===== config.mk =====
export PLATFORM = sky130hd
export DESIGN_NAME = khht_scan
export DESIGN_NICKNAME = d
export VERILOG_FILES = /design/src/hw/rtl/khht_pkg.sv /design/src/hw/rtl/khht_scan.sv
export SDC_FILE = /design/constraint.sdc
export NUM_CORES = 1
export LEC_CHECK = 0
export BUFFER_PORTS_ARGS = -buffer_cell sky130_fd_sc_hd__buf_2
export CAP_MARGIN = 10
export CORE_MARGIN = 2
export CORE_UTILIZATION = 38
export CTS_CLUSTER_SIZE = 24
export DETAILED_ROUTE_END_ITERATION = 8
export HOLD_SLACK_MARGIN = 0.02
export PLACE_DENSITY = 0.86
export SYNTH_ARGS = -nofsm -noshare
export SYNTH_HDL_FRONTEND = slang
export SYNTH_SLANG_ARGS = --single-unit

===== constraint.sdc =====
create_clock -name clk -period 2.56 [get_ports clk]
set_input_delay 0.512 -clock clk [delete_from_list [all_inputs] [get_ports clk]]
set_output_delay 0.512 -clock clk [all_outputs]
set_load 0.005 [all_outputs]

===== src/hw/rtl/khht_pkg.sv =====
// Package for the keyed handle hash table: request, response and slot types,
// operation and status codes, sequencer states and parameter defaults.
// No dependencies.
package khht_pkg;

	localparam int BUCKETS_DEF = 1024;
	localparam int WAYS_DEF    = 4;
	localparam int MASK_W      = 10;
	localparam logic [MASK_W-1:0] MASK_RESET = 10'h3FF;

	localparam logic [1:0] REQ_LOOKUP = 2'd0;
	localparam logic [1:0] REQ_INSERT = 2'd1;
	localparam logic [1:0] REQ_REMOVE = 2'd2;

	localparam logic [1:0] STAT_OK        = 2'd0;
	localparam logic [1:0] STAT_NOT_FOUND = 2'd1;
	localparam logic [1:0] STAT_DUP       = 2'd2;
	localparam logic [1:0] STAT_FULL      = 2'd3;

	typedef struct packed {
		logic [1:0]  req_type;
		logic [31:0] device_id;
		logic [31:0] inode_number;
		logic [15:0] entry_handle;
	} req_t;

	typedef struct packed {
		logic [1:0]  status;
		logic        found;
		logic [15:0] result_handle;
	} rsp_t;

	typedef struct packed {
		logic [31:0] device;
		logic [31:0] inode;
		logic [15:0] handle;
	} slot_t;

	// summary of a bucket scan
	typedef struct packed {
		logic        hit;
		logic        free_ok;
		logic [15:0] handle;
	} scan_t;

	typedef enum logic [1:0] {
		ST_CLEAR,
		ST_IDLE,
		ST_SCAN,
		ST_FINISH
	} state_t;

endpackage


===== src/hw/rtl/khht_scan.sv =====
// Shared key comparator, stepped over the ways of one bucket, one way a cycle.
// Tracks the first matching way and the first free way. Depends on khht_pkg.
module khht_scan #(
	parameter int WAYS = khht_pkg::WAYS_DEF,
	localparam int WW  = (WAYS > 1) ? $clog2(WAYS) : 1
) (
	input  logic             clk,
	input  logic             arst_n,
	input  logic             start,
	input  logic             step,
	input  logic [WW-1:0]    way,
	input  logic             slot_vld,
	input  khht_pkg::slot_t  slot,
	input  logic [31:0]      device_id,
	input  logic [31:0]      inode_number,
	output khht_pkg::scan_t  scan,
	output logic [WW-1:0]    hit_way,
	output logic [WW-1:0]    free_way
);
	import khht_pkg::*;

	scan_t           scan_q;
	logic [WW-1:0]   hit_way_q;
	logic [WW-1:0]   free_way_q;
	logic            key_eq;

	assign key_eq = (slot.device == device_id) && (slot.inode == inode_number);

	always_ff @(posedge clk or negedge arst_n) begin
		if (!arst_n) begin
			scan_q     <= '0;
			hit_way_q  <= '0;
			free_way_q <= '0;
		end else if (start) begin
			scan_q     <= '0;
			hit_way_q  <= '0;
			free_way_q <= '0;
		end else if (step) begin
			if (slot_vld && key_eq && !scan_q.hit) begin
				scan_q.hit    <= 1'b1;
				scan_q.handle <= slot.handle;
				hit_way_q     <= way;
			end
			if (!slot_vld && !scan_q.free_ok) begin
				scan_q.free_ok <= 1'b1;
				free_way_q     <= way;
			end
		end
	end

	assign scan     = scan_q;
	assign hit_way  = hit_way_q;
	assign free_way = free_way_q;

endmodule


Word level (Yosys, flattened, before mapping)
Cells that the tools add are included.
{ "word_totals": {"ff_bits": 22, "inputBits": 151, "output_inout_bits": 22, "elab_cells": 30} }
{ "op_classes": {"n_eq_ne": 2, "n_mux": 11, "n_reduce_logical": 12} }
{ "op_table": {"columns": ["op", "count"], "rows": [
  ["$eq A32 B32 Y1", 2],
  ["$mux W18", 2],
  ["$mux W16", 1],
  ["$mux W2", 6],
  ["$reduce_bool A2 Y1", 3],
  ["$logic_and A1 B1 Y1", 4],
  ["$reduce_and A2 Y1", 2],
  ["$logic_not A1 Y1", 3],
  ["$mux W1", 2]
]} }

Longest topological paths before layout
{ "logic_depth": {"word_depth": 7, "depth_mapped": 8} }

Least setup slack after synthesis
Ideal clock, no wire load.
{ "synth_timing": {"path_kind": "input-to-reg", "from": "input port device_id[17]", "to": "register scan_q (netlist bit scan[10])", "setup_ns": 0.136, "arrival_time_ns": 1.712, "slack_ns": 0.712, "stages": 7, "n_path_buf": 1, "cell_sequence": "xnor2_1 > nand4_1 > nor4_2 > nand4b_1 > clkbuf_2 > o21ai_0 > a21oi_1"} }
{ "synth_via": {"elab_chain_len": 6} }
{ "synth_rtl": {"columns": ["item", "line", "source"], "rows": [
  ["from (decl)", "khht_scan.sv:14", "input logic [31:0] device_id,"],
  ["$eq A32 B32 Y1", "khht_scan.sv:27", "assign key_eq = (slot.device == device_id) && (slot.inode == inode_number);"],
  ["$logic_and A1 B1 Y1", "khht_scan.sv:27", null],
  ["$logic_and A1 B1 Y1 (2 in a row)", "khht_scan.sv:39", "if (slot_vld && key_eq && !scan_q.hit) begin"],
  ["$reduce_bool A2 Y1 (no source line)", null, null],
  ["$reduce_and A2 Y1 (no source line)", null, null],
  ["to (decl)", "khht_scan.sv:22", "scan_t scan_q;"]
]} }
No other way between the ends.
A chain may end at the register's enable or synchronous reset.

Worst setup path in the final report
{ "layout_timing": {"from": "input port inode_number[23]", "to": "register scan_q (netlist bit scan[8])"} }
{ "layout_via": {"elab_chain_len": 6} }
{ "layout_rtl": {"columns": ["item", "line", "source"], "rows": [
  ["from (decl)", "khht_scan.sv:15", "input logic [31:0] inode_number,"],
  ["$eq A32 B32 Y1", "khht_scan.sv:27", null],
  ["$logic_and A1 B1 Y1", "khht_scan.sv:27", null],
  ["$logic_and A1 B1 Y1 (2 in a row)", "khht_scan.sv:39", null],
  ["$reduce_bool A2 Y1 (no source line)", null, null],
  ["$reduce_and A2 Y1 (no source line)", null, null]
]} }
No other way between the ends.

==> impl_metrics.yaml <==
run_status:
  outcome: "finished, final reports clean"
sta:
  timing.fmax_mhz: 568
  slew_violations: 0
  skew_ns: 0.00921
  setup_violations: 0
  hold_viol: 0
  rsz0062_at_grt: "false"
  layout_setup_ws_ns: 0.801
  timing.final.crit_share: 0.687
  min_period_ns: 1.76
  worstMarginPinSlew_ns: 0.487
  whs_ns: 0.196
  relSlewSlack: 0.675
  setup_tns_ns: 0
logic_synthesis:
  netlist_area_mm2: 0.00167
  syn_nets: 336
  synth_area_leaders: "dfrtp_1, xnor2_1, xor2_1"
  syn_inst: 185
  synth-edff-count: 0
  yosysSeqAreaShare: 0.330
  postSynth.asyncResetShare: 1.00
  yosysMostFrequentCell: "xnor2_1"
  synth_common_cells: "xnor2_1, dfrtp_1, a21oi_1"
  netlist.area_leader.share: 0.330
  ys_types: 23
  synthFlopType: "dfrtp_1"
  ys_warn_count: 0
  yosys.area.top_type: "dfrtp_1"
  ys_seq_elements: 22
  avgSynthCellArea_um2: 9.02
layout:
  n_antenna_cell: 0
  final_util: 0.614
  drive_above_1_share: 0.507
  final_area_mm2: 0.00264
  area_delta_synth_final_pct: 57.9
  nets: 509
clock_network:
  max-clock-path-buffers: 2
  ctsResizeCount: 0
  hold_buffers: 0
  cts_made_buffers: 3
  insertion_delay_ns: 0.26
  h-tree-depth: 1
  postCtsSetupRepairBufs: 0
  cts_sinks: 22
  cts_root_buffer: "clkbuf_8"
  clk_pin_slew_worst_paths_ns: 0.09
  cts_tree: "yes"
floorplanning:
  die_w_um: 70.3
  fp.dieArea_mm2: 0.00494
  die_y_um: 70.3
  initial_utilization: 0.389
  core_mm2: 0.00429
  rows: 24
  ios: 173
setup_path:
  crit_family: "simple AND/OR/NAND/NOR gates"
  path_buf_inv: 2
  critical_path.max_stage_delay_ns: 0.34
  worstPathArrival_ns: 1.95
  worstSetupPathType: "input pin to flip-flop"
  cp-start-kind: "input pin"
  r2r_start: "scan[17]$_DFFE_PN0P_"
  worstPathRequired_ns: 2.75
  reg2reg_depth: 5
  reg2reg_slack_ns: 0.99
  r2r_end: "scan[8]$_DFFE_PN0P_"
  cp_max_fo: 19
  critical-path-slowest-cell: "nor4_1"
  crit_chain: "buf_2 -> xnor2_1 -> nand4_1 -> nor4_1 -> and4_1 -> buf_4 -> nand3_1 -> a21oi_1"
  critPathCaptureType: "flip-flop"
grt:
  grt_pass1_wl_um: 8480
  grt_start_max_net_pins: 23
  grt_pass1_vias: 2038
  overflow: 0
  antenna_found_initial: 0
  track_usage: 0.210
placement:
  numPortBuffers: 172
  gp_congestion: 0.789
  detailedPlace.worstSlack_ns: 0.518
  postPlaceCellArea_mm2: 0.00256
  dp_hpwl_um: 4480
detailed_routing:
  drt-total-wl_um: 5310
  first_pass_iters: 4
  via_count: 1975
  first_iter_violations: 115
  drtAntennaViolNets: 0
  via_per_inst: 4.83
  wl_per_cell_um: 13.0
  drc: 0
power_and_ir_drop:
  max-vdd-ir-drop_uv: 227
  power.leakage_nw: 1.32
  power_density_mw_per_mm2: 350
hold_path:
  holdCritPathClass: "input pin to asynchronous set/reset pin"
job:
  cap_violations: 0
## where the power goes
group	internal (mW)	switching [mW]	total [mW]
Clock	0.209	0.113	0.321
Combinational	0.150	0.100	0.250
Sequential	0.350	0.00136	0.351
Total	0.708	0.214	0.922
## state kept, by name, indices dropped and copies added (netlist names)
name      cells
scan         18
hit_way       2
free_way      2
## logic make-up after synthesis
kind of cell           synth area share
AND/OR/NAND/NOR                   0.170
XOR/XNOR                          0.336
multiplexers                     0.0120
buffers and inverters            0.0382
flip-flops                        0.330
AO/OA/AOI/OAI                     0.114
## how the worst max path moves through the flow
stage                      from                    to  slack, ns  depth (start not counted)
5_1_grt         inode_number[7]  scan[15]$_DFFE_PN0P_       0.65                          8
2_1_floorplan     device_id[17]  scan[10]$_DFFE_PN0P_       0.71                          7
3_3_place_gp   inode_number[23]   scan[6]$_DFFE_PN0P_       0.59                          8
4_1_cts        inode_number[23]  scan[11]$_DFFE_PN0P_       0.77                          8
6_report       inode_number[23]   scan[8]$_DFFE_PN0P_       0.80                          8
3_5_place_dp   inode_number[23]  scan[11]$_DFFE_PN0P_       0.52                          8
## through the flow
stage | total power, mW | std cells
finish | 0.922 | 409
floorplan | 0.458 | 185
detailed placement | 0.610 | 405
global placement | 0.604 | 405
global route | 0.977 | 409
CTS | 0.932 | 409
## cell type report
type	count	area, um^2
tap	52	65.1
multi-input combinational	154	1050
sequential	22	551
inverter	1	3.75
clock buffer	3	41.3
timing repair buffer	176	891
fill	382	1660
clock inverter	1	30.0
## routing by layer
layer,part of all wire,global-route usage
met1,0.37,0.227
met2,0.54,0.420
met3,0.074,0.0303
met5,0,0
met4,0.016,0.0491
## placed cells by master (no fill, tap or decap)
master / netlist / layout
buf_4: 1 / 4
xor2_1: 17 / 17
nor4_1: 5 / 5
mux2i_1: 2 / 2
a21oi_1: 20 / 20
dfrtp_1: 22 / 22
bufinv_16: 0 / 1
clkbuf_8: 1 / 3
nand4_1: 12 / 12
and4_1: 1 / 1
nand2_1: 2 / 2
nor3b_1: 1 / 1
nor3_1: 1 / 1
buf_2: 0 / 172
inv_1: 1 / 1
nand4b_1: 1 / 1
xnor2_1: 47 / 47
nor4_2: 1 / 1
o21ai_0: 18 / 18
and4b_1: 1 / 1
nor2_1: 6 / 6
nand3_1: 19 / 19
Power figures use the tool's default switching activity.
